`src/sv/bilinear_plane_resampler_top_assert.svh`:
```
// assertion macros shared by the plane and blend modules
`ifndef BILINEAR_PLANE_RESAMPLER_TOP_ASSERT_SVH
`define BILINEAR_PLANE_RESAMPLER_TOP_ASSERT_SVH
`ifndef SYNTH
// same-cycle implication
`define BPR_ASSERT_IMP(name, pre, post) \
	name: assert property (@(posedge clk) disable iff (!arst_n) (pre) |-> (post)) \
		else $error("bpr assertion failed");
// next-cycle implication
`define BPR_ASSERT_NEXT(name, pre, post) \
	name: assert property (@(posedge clk) disable iff (!arst_n) (pre) |=> (post)) \
		else $error("bpr assertion failed");
`else
`define BPR_ASSERT_IMP(name, pre, post)
`define BPR_ASSERT_NEXT(name, pre, post)
`endif
`endif

```
`src/sv/bpr_pkg.sv`:
```
// shared constants and types for the bilinear plane resampler
`timescale 1ns / 1ps
package bpr_pkg;
	localparam int MAX_SRC_WIDTH    = 256;
	localparam int MAX_SRC_HEIGHT   = 256;
	localparam int WEIGHT_FRAC_BITS = 12;
	localparam int MAX_DST          = 4096;
	localparam int RESET_SIZE       = 256;

	localparam int MAX_SRC  = (MAX_SRC_WIDTH > MAX_SRC_HEIGHT) ? MAX_SRC_WIDTH : MAX_SRC_HEIGHT;
	localparam int COL_W    = $clog2(MAX_SRC_WIDTH);
	localparam int ROW_W    = $clog2(MAX_SRC_HEIGHT);
	localparam int IDX_W    = $clog2(MAX_SRC);
	localparam int ADDR_W   = COL_W + ROW_W;
	localparam int PLANE_DEPTH = MAX_SRC_WIDTH * MAX_SRC_HEIGHT;

	// field and register widths
	localparam int COORD_W   = 12;
	localparam int SAMPLE_W  = 16;
	localparam int SRC_REG_W = 9;
	localparam int DST_REG_W = 13;
	localparam int SRC_SZ_W  = $clog2(MAX_SRC + 1);
	localparam int DST_SZ_W  = $clog2(MAX_DST + 1);

	// weights
	localparam int WFB   = WEIGHT_FRAC_BITS;
	localparam int WGT_W = WFB + 1;
	localparam logic [WGT_W-1:0] W_ONE = WGT_W'(1 << WFB);

	// coordinate divider
	localparam int PROD_W     = COORD_W + 1 + SRC_SZ_W;
	localparam int DEN_W      = DST_SZ_W + 1;
	localparam int QW         = IDX_W + WFB + 1;
	localparam int DIV_STEP   = 3;
	localparam int DIV_STAGES = (QW + DIV_STEP - 1) / DIV_STEP;
	localparam int DIV_W      = DIV_STAGES * DIV_STEP;

	// result queue
	localparam int FIFO_DEPTH = 8;
	localparam int FD_W       = $clog2(FIFO_DEPTH);
	localparam int CNT_W      = $clog2(FIFO_DEPTH + 1);

	// codes
	localparam logic OP_LOAD  = 1'b0;
	localparam logic OP_QUERY = 1'b1;
	localparam logic [1:0] REG_SRC_WIDTH  = 2'd0;
	localparam logic [1:0] REG_SRC_HEIGHT = 2'd1;
	localparam logic [1:0] REG_DST_WIDTH  = 2'd2;
	localparam logic [1:0] REG_DST_HEIGHT = 2'd3;
	localparam logic [1:0] BEAT_LAST      = 2'd3;

	typedef struct packed {
		logic [SRC_SZ_W-1:0] sw;
		logic [SRC_SZ_W-1:0] sh;
		logic [DST_SZ_W-1:0] dw;
		logic [DST_SZ_W-1:0] dh;
	} size_t;

	typedef struct packed {
		logic                op;
		logic                bad;
		logic                ld_ok;
		logic [COL_W-1:0]    ld_col;
		logic [ROW_W-1:0]    ld_row;
		logic [SAMPLE_W-1:0] sample;
	} item_meta_t;

	typedef struct packed {
		item_meta_t       meta;
		logic [IDX_W-1:0] x0;
		logic [IDX_W-1:0] x1;
		logic [IDX_W-1:0] y0;
		logic [IDX_W-1:0] y1;
		logic [WFB-1:0]   wx;
		logic [WFB-1:0]   wy;
	} coord_t;

	typedef struct packed {
		logic           valid;
		logic [1:0]     k;
		logic           bad;
		logic [WFB-1:0] wx;
		logic [WFB-1:0] wy;
	} beat_ctl_t;

	typedef struct packed {
		beat_ctl_t                   ctl;
		logic signed [SAMPLE_W-1:0]  sample;
	} beat_t;

	typedef struct packed {
		logic [SAMPLE_W-1:0] value;
		logic                bad;
	} res_t;
endpackage

```
`src/sv/bpr_ifs.sv`:
```
// request and result channel interfaces
`timescale 1ns / 1ps
interface bpr_in_if;
	logic                                 valid;
	logic                                 ready;
	logic                                 op;
	logic [bpr_pkg::COORD_W-1:0]          col;
	logic [bpr_pkg::COORD_W-1:0]          row;
	logic signed [bpr_pkg::SAMPLE_W-1:0]  sample_in;
	modport source (output valid, op, col, row, sample_in, input ready);
	modport sink (input valid, op, col, row, sample_in, output ready);
endinterface


```
`src/sv/bpr_coord.sv`:
```
// coordinate pipeline: source position, pipelined divider, neighbor indices and weights
`timescale 1ns / 1ps
module bpr_coord (
	input  logic            clk,
	input  logic            arst_n,
	input  bpr_pkg::size_t  sizes,
	bpr_in_if.sink          in_ch,
	output logic            c_valid,
	output bpr_pkg::coord_t c_item,
	input  logic            c_take
);
	import bpr_pkg::*;

	localparam int NB_W = DEN_W + DIV_W;

	typedef struct packed {
		logic [DEN_W-1:0] rem;
		logic [DIV_W-1:0] low;
		logic [DIV_W-1:0] quo;
	} div_t;

	typedef struct packed {
		logic [IDX_W-1:0] i0;
		logic [IDX_W-1:0] i1;
		logic [WFB-1:0]   w;
	} axis_t;

	// numerator (2d+1)*s-n clamped at zero, scaled by the weight step, plus n for rounding
	function automatic div_t div_init(logic [PROD_W-1:0] prod, logic [DST_SZ_W-1:0] n);
		logic [PROD_W-1:0] num;
		logic [NB_W-1:0]   big;
		div_t              r;
		num = (prod > PROD_W'(n)) ? prod - PROD_W'(n) : '0;
		big = (NB_W'(num) << WFB) + NB_W'(n);
		r.rem = big[NB_W-1 -: DEN_W];
		r.low = big[DIV_W-1:0];
		r.quo = '0;
		return r;
	endfunction

	// a few restoring division steps
	function automatic div_t div_steps(div_t d, logic [DEN_W-1:0] den);
		div_t           r;
		logic [DEN_W:0] t;
		r = d;
		for (int i = 0; i < DIV_STEP; i++) begin
			t = {r.rem, r.low[DIV_W-1]};
			r.low = r.low << 1;
			if (t >= {1'b0, den}) begin
				t = t - {1'b0, den};
				r.quo = {r.quo[DIV_W-2:0], 1'b1};
			end else begin
				r.quo = {r.quo[DIV_W-2:0], 1'b0};
			end
			r.rem = t[DEN_W-1:0];
		end
		return r;
	endfunction

	// quotient to clamped neighbor pair and fractional weight
	function automatic axis_t idx_map(logic [DIV_W-1:0] quo, logic [SRC_SZ_W-1:0] s);
		logic [DIV_W-WFB-1:0] i0w;
		logic [SRC_SZ_W-1:0]  lastv;
		logic [SRC_SZ_W-1:0]  i0;
		logic [SRC_SZ_W-1:0]  i1n;
		axis_t                a;
		lastv = s - 1'b1;
		i0w   = quo[DIV_W-1:WFB];
		i0    = (i0w > (DIV_W-WFB)'(lastv)) ? lastv : SRC_SZ_W'(i0w);
		i1n   = i0 + 1'b1;
		a.i0  = i0[IDX_W-1:0];
		a.i1  = (i1n < s) ? i1n[IDX_W-1:0] : lastv[IDX_W-1:0];
		a.w   = quo[WFB-1:0];
		return a;
	endfunction

	logic                adv;
	logic                v_s1;
	item_meta_t          meta_s1;
	logic [PROD_W-1:0]   prx_s1;
	logic [PROD_W-1:0]   pry_s1;
	logic                dv_v_q [DIV_STAGES+1];
	item_meta_t          dv_meta_q [DIV_STAGES+1];
	div_t                dvx_q [DIV_STAGES+1];
	div_t                dvy_q [DIV_STAGES+1];
	logic                c_v_q;
	coord_t              c_item_q;
	item_meta_t          in_meta;
	logic [DEN_W-1:0]    den_x;
	logic [DEN_W-1:0]    den_y;
	axis_t               ax;
	axis_t               ay;

	// whole pipeline moves together when the tail is free
	assign adv         = !c_v_q || c_take;
	assign in_ch.ready = adv;
	assign c_valid     = c_v_q;
	assign c_item      = c_item_q;

	assign den_x = {sizes.dw, 1'b0};
	assign den_y = {sizes.dh, 1'b0};

	// request classification
	always_comb begin
		in_meta.op     = in_ch.op;
		in_meta.bad    = (in_ch.op == OP_QUERY) &&
			((DST_SZ_W'(in_ch.col) >= sizes.dw) || (DST_SZ_W'(in_ch.row) >= sizes.dh));
		in_meta.ld_ok  = (in_ch.col < COORD_W'(sizes.sw)) && (in_ch.row < COORD_W'(sizes.sh));
		in_meta.ld_col = in_ch.col[COL_W-1:0];
		in_meta.ld_row = in_ch.row[ROW_W-1:0];
		in_meta.sample = in_ch.sample_in;
	end

	assign ax = idx_map(dvx_q[DIV_STAGES].quo, sizes.sw);
	assign ay = idx_map(dvy_q[DIV_STAGES].quo, sizes.sh);

	// stage valids
	always_ff @(posedge clk or negedge arst_n) begin
		if (!arst_n) begin
			v_s1  <= 1'b0;
			c_v_q <= 1'b0;
			for (int j = 0; j <= DIV_STAGES; j++) dv_v_q[j] <= 1'b0;
		end else if (adv) begin
			v_s1      <= in_ch.valid;
			dv_v_q[0] <= v_s1;
			for (int j = 1; j <= DIV_STAGES; j++) dv_v_q[j] <= dv_v_q[j-1];
			c_v_q     <= dv_v_q[DIV_STAGES];
		end
	end

	// stage payloads
	always_ff @(posedge clk) begin
		if (adv) begin
			meta_s1      <= in_meta;
			prx_s1       <= PROD_W'({in_ch.col, 1'b1}) * PROD_W'(sizes.sw);
			pry_s1       <= PROD_W'({in_ch.row, 1'b1}) * PROD_W'(sizes.sh);
			dv_meta_q[0] <= meta_s1;
			dvx_q[0]     <= div_init(prx_s1, sizes.dw);
			dvy_q[0]     <= div_init(pry_s1, sizes.dh);
			for (int j = 1; j <= DIV_STAGES; j++) begin
				dv_meta_q[j] <= dv_meta_q[j-1];
				dvx_q[j]     <= div_steps(dvx_q[j-1], den_x);
				dvy_q[j]     <= div_steps(dvy_q[j-1], den_y);
			end
			c_item_q.meta <= dv_meta_q[DIV_STAGES];
			c_item_q.x0   <= ax.i0;
			c_item_q.x1   <= ax.i1;
			c_item_q.wx   <= ax.w;
			c_item_q.y0   <= ay.i0;
			c_item_q.y1   <= ay.i1;
			c_item_q.wy   <= ay.w;
		end
	end
endmodule

```
`src/flat_wrapper.sv`:
```
// flat-port wrapper written by rule: the top's interface ports become plain ports
module bpr_coord_flat import bpr_pkg::*;
  (clk, arst_n, sizes, c_valid, c_item, c_take, in_ch_valid, in_ch_op, in_ch_col, in_ch_row, in_ch_sample_in, in_ch_ready);
  bpr_in_if in_ch_i ();
  input  logic clk;
  input  logic arst_n;
  input  bpr_pkg::size_t sizes;
  output logic c_valid;
  output bpr_pkg::coord_t c_item;
  input  logic c_take;
  input wire logic [$bits(in_ch_i.valid)-1:0] in_ch_valid;
  input wire logic [$bits(in_ch_i.op)-1:0] in_ch_op;
  input wire logic [$bits(in_ch_i.col)-1:0] in_ch_col;
  input wire logic [$bits(in_ch_i.row)-1:0] in_ch_row;
  input wire logic [$bits(in_ch_i.sample_in)-1:0] in_ch_sample_in;
  output wire logic [$bits(in_ch_i.ready)-1:0] in_ch_ready;
  assign in_ch_i.valid = in_ch_valid;
  assign in_ch_i.op = in_ch_op;
  assign in_ch_i.col = in_ch_col;
  assign in_ch_i.row = in_ch_row;
  assign in_ch_i.sample_in = in_ch_sample_in;
  assign in_ch_ready = in_ch_i.ready;
  bpr_coord u_core (.clk(clk), .arst_n(arst_n), .sizes(sizes), .in_ch(in_ch_i), .c_valid(c_valid), .c_item(c_item), .c_take(c_take));
endmodule
```
`config.mk`:
```
export PLATFORM = sky130hd
export DESIGN_NAME = bpr_coord_flat
export DESIGN_NICKNAME = d
export VERILOG_FILES = /design/src/sv/bilinear_plane_resampler_top_assert.svh /design/src/sv/bpr_pkg.sv /design/src/sv/bpr_ifs.sv /design/src/sv/bpr_coord.sv /design/src/flat_wrapper.sv
export SDC_FILE = /design/constraint.sdc
export NUM_CORES = 2
export LEC_CHECK = 0
export BUFFER_PORTS_ARGS = -buffer_cell sky130_fd_sc_hd__buf_2
export CAP_MARGIN = 0
export CORE_MARGIN = 10
export CORE_UTILIZATION = 58
export DETAILED_ROUTE_END_ITERATION = 8
export HOLD_SLACK_MARGIN = 0.08
export PLACE_DENSITY = 0.78
export SETUP_SLACK_MARGIN = 0.4
export SLEW_MARGIN = 0
export SYNTH_ARGS = -nofsm -noshare
export SYNTH_HDL_FRONTEND = slang
export SYNTH_SLANG_ARGS = --single-unit
```
`constraint.sdc`:
```
create_clock -name clk -period 40.3 [get_ports clk]
set_input_delay 6.045 -clock clk [delete_from_list [all_inputs] [get_ports clk]]
set_output_delay 6.045 -clock clk [all_outputs]
set_load 0.05 [all_outputs]
```
### After elaboration in Yosys (flattened, before gate mapping)

Memories as Yosys holds them, arrays and structs flattened. A register that Yosys moved wholly into a read port is not among the register bits.
Cells that the tools add are included.

* reductions and logical operators: 5
* $add $sub $neg: 50
* multiplexer cells: 148
* multipliers: 2
* $lt $le $gt $ge: 52

Operators with widths (number)
* $mux 14: 84
* $ge 15x14->1: 42
* $sub 14x14->14: 42
* $mux 21: 14
* $add 34x13->35: 2
* $gt 22x13->1: 2
* $mul 13x9->22: 2
* $mux 1: 44
* $mux 22: 2
* $sub 22x13->22: 2
* $ge 12x13->1: 2
* $lt 12x9->1: 2
* $add 9x1->9 const B: 2
* $gt 9x9->1: 2
* $lt 9x9->1: 2
* $mux 9: 2
* $sub 9x1->9 const B: 2
* $mux 8: 2
* $logic_and 1x1->1: 2
* $logic_or 1x1->1: 2
* $logic_not 1->1: 1

* bits in registers: 145
* memories kept: 3
* logic and storage cells: 284
* output and inout bits: 93
* input bits: 89
* RAM bits: 1176

Memory list
* u_core.dvx_q: words 8, width 56, read ports 8, clocked after Yosys merged registers in 0, write ports 8, RTL line bpr_coord.sv:84 `div_t dvx_q [DIV_STAGES+1];`
* u_core.dvy_q: words 8, width 56, read ports 8, clocked after Yosys merged registers in 0, write ports 8, RTL line bpr_coord.sv:85 `div_t dvy_q [DIV_STAGES+1];`
* u_core.dv_meta_q: words 8, width 35, read ports 8, clocked after Yosys merged registers in 1, write ports 8, RTL line bpr_coord.sv:83 `item_meta_t dv_meta_q [DIV_STAGES+1];`

### Logic depth before layout (Yosys ltp)

An unclocked memory read counts as a cell.

* depth after elaboration: 10
* gate-level depth with buffers: 36
* mapped depth without buffers: 33

### Worst setup path before layout

No wires, ideal clock.

* kind: input port to output port
* start: input c_take
* end: output in_ch_ready
* arrival time: 33.203 ns
* required time: 34.255 ns
* slack: 1.052 ns
* stages: 2
* buffers on the path: 1
* cell sequence: nand2b_1 > clkbuf_1

* word-level cells in the longest chain between the ends: 1

Ends and longest elaborated chain
* from (decl): RTL line flat_wrapper.sv:10 `input logic c_take;`
* $logic_or 1x1->1: RTL line bpr_coord.sv:95 `assign adv = !c_v_q || c_take;`
* to (decl): RTL line flat_wrapper.sv:16 `output wire logic [$bits(in_ch_i.ready)-1:0] in_ch_ready;`

No other way between the ends.

==> flow_summary.toml <==
[status]
status = "finished, final reports clean"

[route]
drc = 0
drt-total-wl_um = 168000
drt-initial-drc-count = 4103
ant_nets = 0
wire_per_inst_um = 19.8
drt-vias-per-instance = 6.10
first_pass_iters = 6
via_count = 51800

[yosys]
synth_common_cells = "edfxtp_1 (982), ha_1 (754), inv_1 (508)"
synth_seq_cells = 992
avgSynthCellArea_um2 = 11.0
syn_area_um2 = 71900
synth_ff_type = "edfxtp_1"
syn-instance-count = 6545
synth_edf_count = 982
ys_seq_area_share_pct = 41.4
synth_top_cell_area_share_pct = 41.0
yosys_warnings = 0
yosysTopAreaCell = "edfxtp_1"
synth.area.top_cells = "edfxtp_1 (41%), ha_1 (13%), fa_1 (5.5%)"
synth.distinct_cells = 108
synth_most_common_cell = "edfxtp_1"
synth_nets = 7586
async_flop_share_pct = 1.01

[critical_path]
path_buf_inv = 5
cpMaxStageDelayCell = "a211oi_2"
critPathMostFrequentCell = "fa_1"
required_ns = 40.78
crit_type = "input pin to flop"
critical_path.max_fanout = 24
start_kind = "input pin"
cpPeakStageDelay_ns = 0.62
cp_top_family = "compound AO/OA/AOI/OAI gates"
worstPathArrival_ns = 15.19
cp-end-kind = "flop"

[global_routing]
grt_overflow = 0
track_usage_pct = 23.9
grt_pass1_vias = 51200
grt_max_degree = 150
antenna_found_initial = 5
grt_pass1_wl_um = 270000

[placement]
routabilityCongestion = 0.922
port_buffers = 181
hpwl_um = 119000

[flow_run]
cap_violations = 0

[timing]
setup-violations-final = 0
worst_pin_slew_ns = 1.22
rsz0062_at_grt = "no"
slew-limit-headroom_pct = 17.8
fmax_ghz = 0.0680
slew_viol_final = 0
period_minus_slack_ns = 14.71
finalClockSkew_ns = 0.0285
fin_crit_sh_pct = 36.5
hold_viol_final = 0
tns_ns = 0

[cells_and_area]
ff_latch_area_um2 = 29700
final_nets = 7807
final_core_util_pct = 63.6
multiInputGateArea_um2 = 39700
drive_gt1_share_pct = 11.7
area_growth_syn_to_layout_pct = 9.12
fill_cells = 9650

[die]
dieArea_um2 = 138000
ios = 182
fp-row-count = 129
start_util_pct = 58.3
die_y_um = 372
core-area_um2 = 123000
fp.dieW_um = 372

[clocking]
clk_path_buf_depth = 3
cts_tree = "built"
htreeDepth = 3
cts_root_buffer = "clkbuf_16"
post_cts_resized = 0
clock_sinks = 992
clk_latency_ns = 0.74
cts_setup_buffers = 0
clk_pin_slew_ns = 0.06
numCtsBuffers = 108
holdBufCountCts = 0

[worst_hold_path]
hp-class = "flop to flop"
==> per-layer routing <==
| metal | global-route usage [%] | routed length (um) | vias to the layer above |
|---|---|---|---|
| met5 | 0 | 51 | - |
| met4 | 8.40 | 5530 | 8 |
| met3 | 3.38 | 10400 | 364 |
| met2 | 39.5 | 78600 | 1539 |
| met1 | 32.2 | 73800 | 25100 |
| li1 | - | - | 24800 |
==> stage by stage <==
step | setup slack, ns | instances | hold WS (ns) | instance area, um^2
global route | 24.92 | 8493 | 0.397 | 78400
floorplan | 1.05 | 6545 | 0.400 | 71900
CTS | 25.73 | 8493 | 0.395 | 78400
finish | 25.59 | 8494 | 0.395 | 78400
global placement | 25.17 | 8293 | 0.400 | 74700
detailed placement | 24.96 | 8293 | 0.405 | 74700
==> worst reg2reg max path, delay by kind of cell (launching register included) <==
family                   cells  cell delay, ns
adder cells (fa/ha/maj)      4            1.54
AO/OA/AOI/OAI               15            4.55
AND/OR/NAND/NOR              6            1.39
flip-flops                   1            0.43
buffers and inverters        4            0.85
multiplexers                 1            0.34
==> layout make-up <==
cell class | count | share of cell area (%)
Tap cell | 1637 | 2.61
Clock buffer | 129 | 3.59
Antenna cell | 1 | 0.00319
Sequential cell | 992 | 37.9
Inverter | 517 | 2.47
Multi-Input combinational cell | 4910 | 50.6
Timing Repair Buffer | 237 | 1.72
Clock inverter | 71 | 1.10
==> worst paths after layout <==
kind                                                start                             end  slack, ns  cells after the start
max                                              sizes[0]  u_core.dvy_q[0][219]$_DFFE_PP_      25.59                     31
min                        u_core.dvy_q[0][145]$_DFFE_PP_  u_core.dvy_q[0][204]$_DFFE_PP_       0.39                      0
max reg2reg                u_core.dvy_q[0][154]$_DFFE_PP_  u_core.dvy_q[0][219]$_DFFE_PP_      30.96                     30
min reg2reg                u_core.dvy_q[0][145]$_DFFE_PP_  u_core.dvy_q[0][204]$_DFFE_PP_       0.39                      0
max in group asynchronous                          arst_n    u_core.dv_v_q[4]$_DFFE_PN0P_      34.94                      1
min in group asynchronous                          arst_n      u_core.c_valid$_DFFE_PN0P_       5.16                      1
==> flip-flops by register name, indices dropped and copies added (netlist names) <==
register / cells
u_core.pry_s1: 22
u_core.prx_s1: 22
u_core.c_item: 91
u_core.dv_v_q: 8
u_core.dvx_q: 266
u_core.meta_s1: 35
u_core.v_s1: 1
u_core.dv_meta_q: 280
u_core.dvy_q: 266
u_core.c_valid: 1
==> cells in the final DEF, fill, tap and decap left out, types with 17 or more instances in the layout <==
master and count:
nor4_1 42, o31a_1 19, nand4_1 100, a31oi_1 29, clkinv_1 22, a221oi_1 17, a211o_1 25, xnor2_1 318
clkbuf_1 18, inv_1 506, buf_2 181, o21ai_0 282, nor3b_1 20, nor2b_1 77, o31ai_1 47, o211ai_1 35
mux2_2 286, nand3_1 120, or3_1 46, nor3_1 118, a21o_1 198, and2_1 87, buf_4 54, ha_1 754
o21a_1 84, fa_1 198, a211oi_1 53, mux2i_1 77, clkbuf_16 108, nand2_1 384, edfxtp_1 982, a21boi_0 27
xor2_1 148, or2_2 32, nand2b_1 49, and3_1 33, nor2_1 419, o21bai_1 50, a21oi_1 433
==> cell families (layout without fill, tap and decap cells) <==
logic type | after synthesis | in the layout | synth area share, %
compound gates | 1495 | 1495 | 13.7
xor+xnor | 466 | 466 | 5.68
fa+ha+maj | 952 | 952 | 18.6
buf+inv | 643 | 954 | 3.46
flops | 992 | 992 | 41.4
mux | 381 | 381 | 5.89
other cells | 0 | 1 | 0
simple gates | 1616 | 1616 | 11.2
Power is not shown: default switching activity piles up to over one toggle a cycle in this logic, so the estimate is an artifact.
