<file path="src/sv/bilinear_plane_resampler_top_assert.svh">
// assertion macros shared by the plane and blend modules
`ifndef BILINEAR_PLANE_RESAMPLER_TOP_ASSERT_SVH
`define BILINEAR_PLANE_RESAMPLER_TOP_ASSERT_SVH
`ifndef SYNTH
// same-cycle implication
`define BPR_ASSERT_IMP(name, pre, post) \
	name: assert property (@(posedge clk) disable iff (!arst_n) (pre) |-> (post)) \
		else $error("bpr assertion failed");
// next-cycle implication
`define BPR_ASSERT_NEXT(name, pre, post) \
	name: assert property (@(posedge clk) disable iff (!arst_n) (pre) |=> (post)) \
		else $error("bpr assertion failed");
`else
`define BPR_ASSERT_IMP(name, pre, post)
`define BPR_ASSERT_NEXT(name, pre, post)
`endif
`endif

</file>
<file path="src/sv/bpr_pkg.sv">
// shared constants and types for the bilinear plane resampler
`timescale 1ns / 1ps
package bpr_pkg;
	localparam int MAX_SRC_WIDTH    = 256;
	localparam int MAX_SRC_HEIGHT   = 256;
	localparam int WEIGHT_FRAC_BITS = 12;
	localparam int MAX_DST          = 4096;
	localparam int RESET_SIZE       = 256;

	localparam int MAX_SRC  = (MAX_SRC_WIDTH > MAX_SRC_HEIGHT) ? MAX_SRC_WIDTH : MAX_SRC_HEIGHT;
	localparam int COL_W    = $clog2(MAX_SRC_WIDTH);
	localparam int ROW_W    = $clog2(MAX_SRC_HEIGHT);
	localparam int IDX_W    = $clog2(MAX_SRC);
	localparam int ADDR_W   = COL_W + ROW_W;
	localparam int PLANE_DEPTH = MAX_SRC_WIDTH * MAX_SRC_HEIGHT;

	// field and register widths
	localparam int COORD_W   = 12;
	localparam int SAMPLE_W  = 16;
	localparam int SRC_REG_W = 9;
	localparam int DST_REG_W = 13;
	localparam int SRC_SZ_W  = $clog2(MAX_SRC + 1);
	localparam int DST_SZ_W  = $clog2(MAX_DST + 1);

	// weights
	localparam int WFB   = WEIGHT_FRAC_BITS;
	localparam int WGT_W = WFB + 1;
	localparam logic [WGT_W-1:0] W_ONE = WGT_W'(1 << WFB);

	// coordinate divider
	localparam int PROD_W     = COORD_W + 1 + SRC_SZ_W;
	localparam int DEN_W      = DST_SZ_W + 1;
	localparam int QW         = IDX_W + WFB + 1;
	localparam int DIV_STEP   = 3;
	localparam int DIV_STAGES = (QW + DIV_STEP - 1) / DIV_STEP;
	localparam int DIV_W      = DIV_STAGES * DIV_STEP;

	// result queue
	localparam int FIFO_DEPTH = 8;
	localparam int FD_W       = $clog2(FIFO_DEPTH);
	localparam int CNT_W      = $clog2(FIFO_DEPTH + 1);

	// codes
	localparam logic OP_LOAD  = 1'b0;
	localparam logic OP_QUERY = 1'b1;
	localparam logic [1:0] REG_SRC_WIDTH  = 2'd0;
	localparam logic [1:0] REG_SRC_HEIGHT = 2'd1;
	localparam logic [1:0] REG_DST_WIDTH  = 2'd2;
	localparam logic [1:0] REG_DST_HEIGHT = 2'd3;
	localparam logic [1:0] BEAT_LAST      = 2'd3;

	typedef struct packed {
		logic [SRC_SZ_W-1:0] sw;
		logic [SRC_SZ_W-1:0] sh;
		logic [DST_SZ_W-1:0] dw;
		logic [DST_SZ_W-1:0] dh;
	} size_t;

	typedef struct packed {
		logic                op;
		logic                bad;
		logic                ld_ok;
		logic [COL_W-1:0]    ld_col;
		logic [ROW_W-1:0]    ld_row;
		logic [SAMPLE_W-1:0] sample;
	} item_meta_t;

	typedef struct packed {
		item_meta_t       meta;
		logic [IDX_W-1:0] x0;
		logic [IDX_W-1:0] x1;
		logic [IDX_W-1:0] y0;
		logic [IDX_W-1:0] y1;
		logic [WFB-1:0]   wx;
		logic [WFB-1:0]   wy;
	} coord_t;

	typedef struct packed {
		logic           valid;
		logic [1:0]     k;
		logic           bad;
		logic [WFB-1:0] wx;
		logic [WFB-1:0] wy;
	} beat_ctl_t;

	typedef struct packed {
		beat_ctl_t                   ctl;
		logic signed [SAMPLE_W-1:0]  sample;
	} beat_t;

	typedef struct packed {
		logic [SAMPLE_W-1:0] value;
		logic                bad;
	} res_t;
endpackage

</file>
<file path="src/sv/bpr_ifs.sv">


interface bpr_out_if;
	logic                                 valid;
	logic                                 ready;
	logic signed [bpr_pkg::SAMPLE_W-1:0]  out_value;
	logic                                 bad_coordinate;
	modport source (output valid, out_value, bad_coordinate, input ready);
	modport sink (input valid, out_value, bad_coordinate, output ready);
endinterface

</file>
<file path="src/sv/bpr_blend.sv">
// blend pipeline, rounding and saturation, and the result queue
`timescale 1ns / 1ps
module bpr_blend (
	input  logic           clk,
	input  logic           arst_n,
	input  bpr_pkg::beat_t beat,
	input  logic           start,
	output logic           room,
	bpr_out_if.source      out_ch
);
	import bpr_pkg::*;
	`include "bilinear_plane_resampler_top_assert.svh"

	localparam int H_W = SAMPLE_W + WGT_W + 1;
	localparam int M_W = H_W + WGT_W + 1;
	localparam int T_W = M_W + 2;
	localparam int RS  = 2 * WFB;
	localparam logic signed [T_W-1:0] RND_BIAS =
		(T_W'(1) << (SAMPLE_W - 1 + RS)) + (T_W'(1) << (RS - 1));
	localparam logic [SAMPLE_W-1:0] SAT_MAX = {1'b0, {(SAMPLE_W-1){1'b1}}};
	localparam logic [SAMPLE_W-1:0] SAT_MIN = {1'b1, {(SAMPLE_W-1){1'b0}}};

	logic [WGT_W-1:0]       hw;
	logic signed [WGT_W:0]  hws;
	logic signed [H_W-1:0]  p_c;
	logic                   v_s1;
	logic [1:0]             k_s1;
	logic                   bad_s1;
	logic [WFB-1:0]         wy_s1;
	logic signed [H_W-1:0]  p_s1;
	logic signed [H_W-1:0]  acc_q;
	logic                   v_s2;
	logic                   k1_s2;
	logic                   bad_s2;
	logic [WFB-1:0]         wy_s2;
	logic signed [H_W-1:0]  h_s2;
	logic [WGT_W-1:0]       vw;
	logic signed [WGT_W:0]  vws;
	logic                   v_s3;
	logic                   k1_s3;
	logic                   bad_s3;
	logic signed [M_W-1:0]  m_s3;
	logic signed [M_W-1:0]  acc2_q;
	logic signed [T_W-1:0]  t_c;
	logic [SAMPLE_W-1:0]    sat_c;
	res_t                   res_c;
	logic                   push;
	logic                   pop;
	res_t                   fifo_q [FIFO_DEPTH];
	logic [FD_W-1:0]        wp_q;
	logic [FD_W-1:0]        rp_q;
	logic [CNT_W-1:0]       cnt_q;
	logic [CNT_W-1:0]       crd_q;

	// horizontal weight product
	assign hw  = beat.ctl.k[0] ? WGT_W'(beat.ctl.wx) : W_ONE - WGT_W'(beat.ctl.wx);
	assign hws = {1'b0, hw};
	assign p_c = beat.sample * hws;

	always_ff @(posedge clk or negedge arst_n) begin
		if (!arst_n) begin
			v_s1 <= 1'b0;
			v_s2 <= 1'b0;
			v_s3 <= 1'b0;
		end else begin
			v_s1 <= beat.ctl.valid;
			v_s2 <= v_s1 && (k_s1[0] || bad_s1);
			v_s3 <= v_s2;
		end
	end

	// vertical weight
	assign vw  = k1_s2 ? WGT_W'(wy_s2) : W_ONE - WGT_W'(wy_s2);
	assign vws = {1'b0, vw};

	always_ff @(posedge clk) begin
		k_s1   <= beat.ctl.k;
		bad_s1 <= beat.ctl.bad;
		wy_s1  <= beat.ctl.wy;
		p_s1   <= p_c;
		// row sum of two horizontal products
		if (v_s1 && !k_s1[0]) acc_q <= p_s1;
		h_s2   <= acc_q + p_s1;
		k1_s2  <= k_s1[1];
		bad_s2 <= bad_s1;
		wy_s2  <= wy_s1;
		m_s3   <= M_W'(h_s2) * M_W'(vws);
		k1_s3  <= k1_s2;
		bad_s3 <= bad_s2;
		if (v_s3 && !k1_s3) acc2_q <= m_s3;
	end

	// final sum, round half up and saturate
	assign t_c = T_W'(acc2_q) + T_W'(m_s3) + RND_BIAS;
	always_comb begin
		if (t_c[T_W-1]) sat_c = SAT_MIN;
		else if (|t_c[T_W-2:RS+SAMPLE_W]) sat_c = SAT_MAX;
		else sat_c = {~t_c[RS+SAMPLE_W-1], t_c[RS+SAMPLE_W-2:RS]};
		res_c.value = bad_s3 ? '0 : sat_c;
		res_c.bad   = bad_s3;
	end

	assign push = v_s3 && (k1_s3 || bad_s3);
	assign pop  = out_ch.valid && out_ch.ready;

	// result queue
	always_ff @(posedge clk) begin
		if (push) fifo_q[wp_q] <= res_c;
	end

	assign out_ch.valid          = (cnt_q != '0);
	assign out_ch.out_value      = fifo_q[rp_q].value;
	assign out_ch.bad_coordinate = fifo_q[rp_q].bad;

	// queue pointers and reserved slots
	always_ff @(posedge clk or negedge arst_n) begin
		if (!arst_n) begin
			wp_q  <= '0;
			rp_q  <= '0;
			cnt_q <= '0;
			crd_q <= '0;
		end else begin
			if (push) wp_q <= wp_q + 1'b1;
			if (pop) rp_q <= rp_q + 1'b1;
			if (push && !pop) cnt_q <= cnt_q + 1'b1;
			else if (pop && !push) cnt_q <= cnt_q - 1'b1;
			if (start && !pop) crd_q <= crd_q + 1'b1;
			else if (pop && !start) crd_q <= crd_q - 1'b1;
		end
	end

	assign room = (crd_q < CNT_W'(FIFO_DEPTH));

	`BPR_ASSERT_IMP(a_fifo_in_credit, 1'b1, cnt_q <= crd_q)
	`BPR_ASSERT_IMP(a_no_overflow, push, (cnt_q < CNT_W'(FIFO_DEPTH)) || pop)
	`BPR_ASSERT_IMP(a_credit_full, crd_q == CNT_W'(FIFO_DEPTH), !start)
endmodule

</file>
<file path="src/flat_wrapper.sv">
// flat-port wrapper written by rule: the top's interface ports become plain ports
module bpr_blend_flat import bpr_pkg::*;
  (clk, arst_n, beat, start, room, out_ch_valid, out_ch_out_value, out_ch_bad_coordinate, out_ch_ready);
  bpr_out_if out_ch_i ();
  input  logic clk;
  input  logic arst_n;
  input  bpr_pkg::beat_t beat;
  input  logic start;
  output logic room;
  output wire logic [$bits(out_ch_i.valid)-1:0] out_ch_valid;
  output wire logic [$bits(out_ch_i.out_value)-1:0] out_ch_out_value;
  output wire logic [$bits(out_ch_i.bad_coordinate)-1:0] out_ch_bad_coordinate;
  input wire logic [$bits(out_ch_i.ready)-1:0] out_ch_ready;
  assign out_ch_valid = out_ch_i.valid;
  assign out_ch_out_value = out_ch_i.out_value;
  assign out_ch_bad_coordinate = out_ch_i.bad_coordinate;
  assign out_ch_i.ready = out_ch_ready;
  bpr_blend u_core (.clk(clk), .arst_n(arst_n), .beat(beat), .start(start), .room(room), .out_ch(out_ch_i));
endmodule
</file>
<file path="config.mk">
export PLATFORM = sky130hd
export DESIGN_NAME = bpr_blend_flat
export DESIGN_NICKNAME = d
export VERILOG_FILES = /design/src/sv/bpr_pkg.sv /design/src/sv/bpr_ifs.sv /design/src/sv/bpr_blend.sv /design/src/flat_wrapper.sv
export VERILOG_INCLUDE_DIRS = /design/src /design/src/sv
export SDC_FILE = /design/constraint.sdc
export NUM_CORES = 2
export LEC_CHECK = 0
export BUFFER_PORTS_ARGS = -buffer_cell sky130_fd_sc_hd__buf_2
export CORE_MARGIN = 2
export CORE_UTILIZATION = 65
export CTS_BUF_LIST = sky130_fd_sc_hd__clkbuf_8
export DETAILED_ROUTE_END_ITERATION = 7
export GPL_ROUTABILITY_DRIVEN = 0
export PLACE_DENSITY_LB_ADDON = 0.1
export REMOVE_ABC_BUFFERS = 1
export SETUP_SLACK_MARGIN = 0.5
export SLEW_MARGIN = 20
export SYNTH_ARGS = -nofsm -noshare
export SYNTH_HDL_FRONTEND = slang
export SYNTH_SLANG_ARGS = --single-unit
</file>
<file path="constraint.sdc">
create_clock -name clk -period 9.1 [get_ports clk]
set_input_delay 2.73 -clock clk [delete_from_list [all_inputs] [get_ports clk]]
set_output_delay 2.73 -clock clk [all_outputs]
set_load 0.02 [all_outputs]
</file>
; Word level (Yosys, flattened, before mapping)
; Memories as Yosys holds them, arrays and structs flattened.
; Index checks and enable logic that the tools add are counted.
[word_totals]
reg_bits = 226
ram_bits = 136
input_bits = 48
output_inout_bits = 19
elab_cells = 67
mem_count = 1
[memory_table]
columns = name, depth, word_bits, read_ports, rd_clocked_by_memory_dff, wr, line
row1 = u_core.fifo_q, 8, 17, 1, 0, 1, bpr_blend.sv:49  ; res_t fifo_q [FIFO_DEPTH];
[classes]
addsub = 11
multipliers = 2
magnitude_cmp = 1
muxes = 11
bitwise = 1
reduce_logical = 20
[ops]
columns = cell, n
row1 = $mux 16, 3
row2 = $add 46x41->46 const B, 1
row3 = $add 44x44->45, 1
row4 = $mul 30x14->44, 1
row5 = $add 30x30->30, 1
row6 = $mul 16x14->30, 1
row7 = $mux 13, 2
row8 = $sub 13x12->13 const A, 2
row9 = $mux 4, 4
row10 = $logic_and 1x1->1, 9
row11 = $add 4x1->4 const B, 2
row12 = $sub 4x1->4 const B, 2
row13 = $add 3x1->3 const B, 2
row14 = $logic_not 1->1, 5
row15 = $reduce_or 5->1, 1
row16 = $lt 4x4->1 const B, 1
row17 = $reduce_bool 2->1, 2
row18 = $reduce_bool 4->1, 1
row19 = $logic_or 1x1->1, 2
row20 = $mux 1, 2
row21 = $not 1->1, 1

; Longest topological paths before layout
[depth]
ltp_word = 6
ltp_mapped = 33
depth_no_buf = 31

; Worst setup path after synthesis
; Ideal clock, no wire load.
[synth_path]
kind = input -> register
startpoint = in beat[28] in the netlist's numbering
endpoint = reg u_core.p_s1[23]
setup_ns = 0.072
t_arrival_ns = 9.505
required_ns = 9.028
path_slack_ns = -0.477
cell_stages = 29
path_buffers = 3
cell_sequence = clkbuf_1 > clkbuf_1 > inv_1 > ha_1 > nand2_1 > nor3_1 > nor2_1 > xor2_1 > clkbuf_1 > nand2_1 > fa_1 > fa_1 > fa_1 > inv_1 > fa_1 > fa_1 > inv_1 > fa_1 > inv_1 > ha_1 > and3_1 > a21oi_1 > a21boi_0 > a211oi_1 > o41ai_1 > o21ai_0 > a21o_1 > a21oi_1 > xnor2_1
[synth_between]
elab_chain_cells = 3
[synth_lines]
columns = element, line
row1 = start: declaration, flat_wrapper.sv:7  ; input bpr_pkg::beat_t beat;
row2 = $sub 13x12->13, bpr_blend.sv:56  ; assign hw = beat.ctl.k[0] ? WGT_W'(beat.ctl.wx) : W_ONE - WGT_W'(beat.ctl.wx);
row3 = $mux 13 (*), bpr_blend.sv:56
row4 = $mul 16x14->30 (*), bpr_blend.sv:58  ; assign p_c = beat.sample * hws;
row5 = via u_core.p_c[23], bpr_blend.sv:25  ; logic signed [H_W-1:0] p_c;
row6 = end signal: assignment, bpr_blend.sv:80  ; p_s1 <= p_c;
row7 = end: declaration, bpr_blend.sv:30  ; logic signed [H_W-1:0] p_s1;
; Mark *: on every way through the listed nets, which the timed path passes. The rest lies on a longest branch.
; A chain may end at the register's enable or synchronous reset.

; Worst setup path after layout
; Same ends and word-level chain as after synthesis.

==> metrics.cfg <==
[sta]
hold-worst-slack_ns=0.321
rsz0062_at_grt=yes
tightest_slew_ns=1.11
finalHoldViolCount=0
fin_crit_ns=8.53
fmax_mhz=117
relSlewSlack_pct=25.9
drv_slew=0
fin_skew_ns=0.0482
fin_crit_sh_pct=93.7
finalSetupViolCount=0

[hold_path]
hp-start=u_core.bad_s2
min_delay_worst_endpoint=u_core.bad_s3
hold_path_depth=0
min_path_type=reg2reg

[clocking]
cts_inserted_buffers=58
cts_hold_buf=0
clkSinkCount=362
cts_max_path_buffers=3
clkLatencyLatePin_ns=0.67
clkTransAtPathRegs_ns=0.07
cts_root_buffer=clkbuf_8
htree_levels=2
tritoncts=done

[logic_synthesis]
synth.avg_cell_area_sq_um=10.3
synth-edff-count=210
netlist_area_sq_mm=0.0366
ys_warn_count=0
synthArstFlopShare_pct=4.70
synth_cell_types=77
synth_flop_cell=edfxtp_1
synthCells=3564
yosysSeqAreaShare_pct=25.7
ys_ff_latch=362

[global_routing]
antenna_found_initial=1
grt_pass1_vias=27300
grt_pass1_wl_microns=127000
grt-ovfl-total=0
grt_max_degree=37
grt_use_total_pct=27.1

[worst_setup_path]
worst_ep_required_time_ns=9.67
worstSetupPathType=in2reg
crit_top_cell=fa_1
cp.buffers_inverters=9
worstPathArrival_ns=9.09
regToRegEndpoint=u_core.m_s3[43]
reg2reg_depth=27
startpoint_type=primary input
max_stage_delay_ns=0.56
slowest_stage=fa_1
crit_fanout=8
end_kind=register
rrSetupSlack_ns=0.91
cpLargestDelayFamily=adder cells
reg2reg_from=u_core.wy_s2[3]

[route]
via_count=24900
first_pass_iters=5
routed_via_density=5.56
drc_errors=0
drt-initial-drc-count=1075
finalWirelength_microns=75500
postRouteAntennaNets=0
wl_per_cell_microns=16.9

[run]
maxCapViolCount=0

[status]
status=completed

[floorplanning]
ios=67
start_util_pct=65.4
core_sq_mm=0.0561
dieWidth_microns=241
rows=87
die_h_microns=241
die-area_sq_mm=0.0583

[layout]
stdcell_area_sq_mm=0.0399
fin_nets=4539
drive_gt1_share_pct=10.5
n_fill_cell=4079
area_growth_pct=8.94
fin_util_pct=71.2

[place]
dpl_cell_area_sq_mm=0.0382
hpwl_microns=60500
io_buffers=66

-- flip-flops by register name, indices dropped and copies added, names as in the netlist, 2 cells and up --
name	flops
u_core.k_s1	2
u_core.wp_q	3
u_core.p_s1	30
u_core.acc2_q	44
u_core.crd_q	4
u_core.m_s3	44
u_core.wy_s1	12
u_core.h_s2	30
u_core.rp_q	3
u_core.fifo_q	136
u_core.wy_s2	12
u_core.cnt_q	4
u_core.acc_q	30
-- layout by cell type, fill, tap and decap left out, types with 34 or more instances in the layout --
cell type,synthesis,final
inv_1,662,676
nor2b_1,63,61
edfxtp_1,210,210
dfxtp_1,135,135
buf_2,0,65
xnor2_1,109,104
a21oi_1,115,108
clkbuf_8,0,71
buf_4,0,91
a21o_1,50,50
fa_1,561,560
nand2_1,438,435
o21ai_0,66,58
ha_1,259,255
and2_1,207,206
nor2_1,116,108
mux4_2,34,34
nor3_1,44,39
xor2_1,48,41
-- how the worst max path moves through the flow --
| stage | depth (start not counted) | endpoint | start | slack (ns) |
|---|---|---|---|---|
| after floorplan | 26 | u_core.p_s1[23] | beat[28] | -0.14 |
| after global placement | 30 | u_core.p_s1[29] | beat[28] | -0.22 |
| after detailed placement | 30 | u_core.p_s1[29] | beat[28] | -0.39 |
| after CTS | 28 | u_core.p_s1[23] | beat[28] | 0.51 |
| after global routing | 33 | u_core.p_s1[29] | beat[29] | 0.33 |
| final | 28 | u_core.p_s1[23] | beat[28] | 0.57 |
-- cells by family (layout without fill, tap and decap cells) --
logic type | Yosys count | count (layout) | share of synthesized area, %
other | 0 | 1 | 0
adder cells (fa/ha/maj) | 820 | 820 | 39.5
flip-flops | 362 | 362 | 25.7
XOR/XNOR | 158 | 158 | 3.80
multiplexers | 62 | 62 | 2.93
AND/OR/NAND/NOR | 996 | 996 | 13.2
buffers and inverters | 784 | 941 | 8.05
AO/OA/AOI/OAI | 382 | 382 | 6.82
-- cells in the mapped netlist (5+ instances only) --
cell,n,area [sq um]
nand4_1,14,87.6
dfxtp_1,135,2700
and2_1,207,1290
mux4_2,34,766
fa_1,561,11200
xnor2_1,109,955
inv_1,662,2480
nor3_1,44,220
o21bai_1,12,90.1
and3_1,14,87.6
mux2i_1,5,50.1
xor2_1,48,420
o21ai_0,66,330
o21a_1,33,248
or4_1,6,45.0
nand2_1,438,1640
nor2b_1,63,394
mux2_2,23,259
clkbuf_1,117,439
o41ai_1,6,52.6
a31oi_1,11,68.8
ha_1,259,3240
a211oi_1,10,75.1
nand2b_1,22,138
a21oi_1,115,576
and4_1,6,52.6
a21boi_0,5,37.5
nor4_1,5,31.3
nand3_1,30,150
or2_2,5,31.3
o21ai_1,5,25.0
or3_1,6,37.5
a21o_1,50,375
o211ai_1,14,105
edfxtp_1,210,6310
nor2_1,116,435
o31ai_1,9,67.6
dfrtp_1,17,425
-- worst reg2reg max path, cell delays in order, from the launching register on --
cell       delay (ns)
dfxtp_1          0.34
or4_1            0.56
or4_1            0.50
nor3_1           0.18
nor2_1           0.09
xor2_2           0.32
buf_8            0.25
nand2_1          0.12
fa_1             0.53
inv_1            0.06
fa_1             0.55
fa_1             0.46
fa_1             0.47
fa_1             0.53
fa_1             0.42
ha_1             0.37
a21o_1           0.21
a21o_1           0.17
a21oi_1          0.24
nand2_1          0.10
a2bb2oi_1        0.16
nand3_1          0.16
a31oi_1          0.13
o21ai_1          0.42
o211ai_1         0.22
a31o_2           0.27
a21oi_1          0.16
xnor2_1          0.14
-- metrics by stage --
step | std cells | setup WS [ns] | TNS, ns
2_1_floorplan | 3442 | -0.137 | -0.145
3_3_place_gp | 4345 | -0.219 | -0.670
3_5_place_dp | 4346 | -0.389 | -1.93
4_1_cts | 4456 | 0.508 | 0
5_1_grt | 4478 | 0.332 | 0
6_report | 4478 | 0.572 | 0
-- final cells by class --
cell class | count | area (sq um) | share of cell area [%]
Sequential cell | 362 | 9440 | 23.6
Inverter | 662 | 2490 | 6.24
Timing Repair Buffer | 169 | 1200 | 3.02
Tap cell | 756 | 946 | 2.37
Clock inverter | 39 | 243 | 0.608
Multi-Input combinational cell | 2418 | 24600 | 61.7
Antenna cell | 1 | 2.50 | 0.00627
Clock buffer | 71 | 977 | 2.45
-- routing by layer --
metal  vias up  track usage, %  wire (microns)
li1      11500               -               -
met5         -               0               0
met4         0            9.05            2320
met2       718            50.9           40100
met1     12500            31.4           29000
met3       199            4.42            4200
-- what timing repair did --
action	in CTS	in global routing
resized for setup	7	63
pin swaps	0	32
gates cloned	0	1
setup endpoints to repair	6	19
buffers inserted	0	19
Power is left out: the tool's default activity adds up to more than one toggle a clock period on the data nets, which glitch-free logic cannot reach.
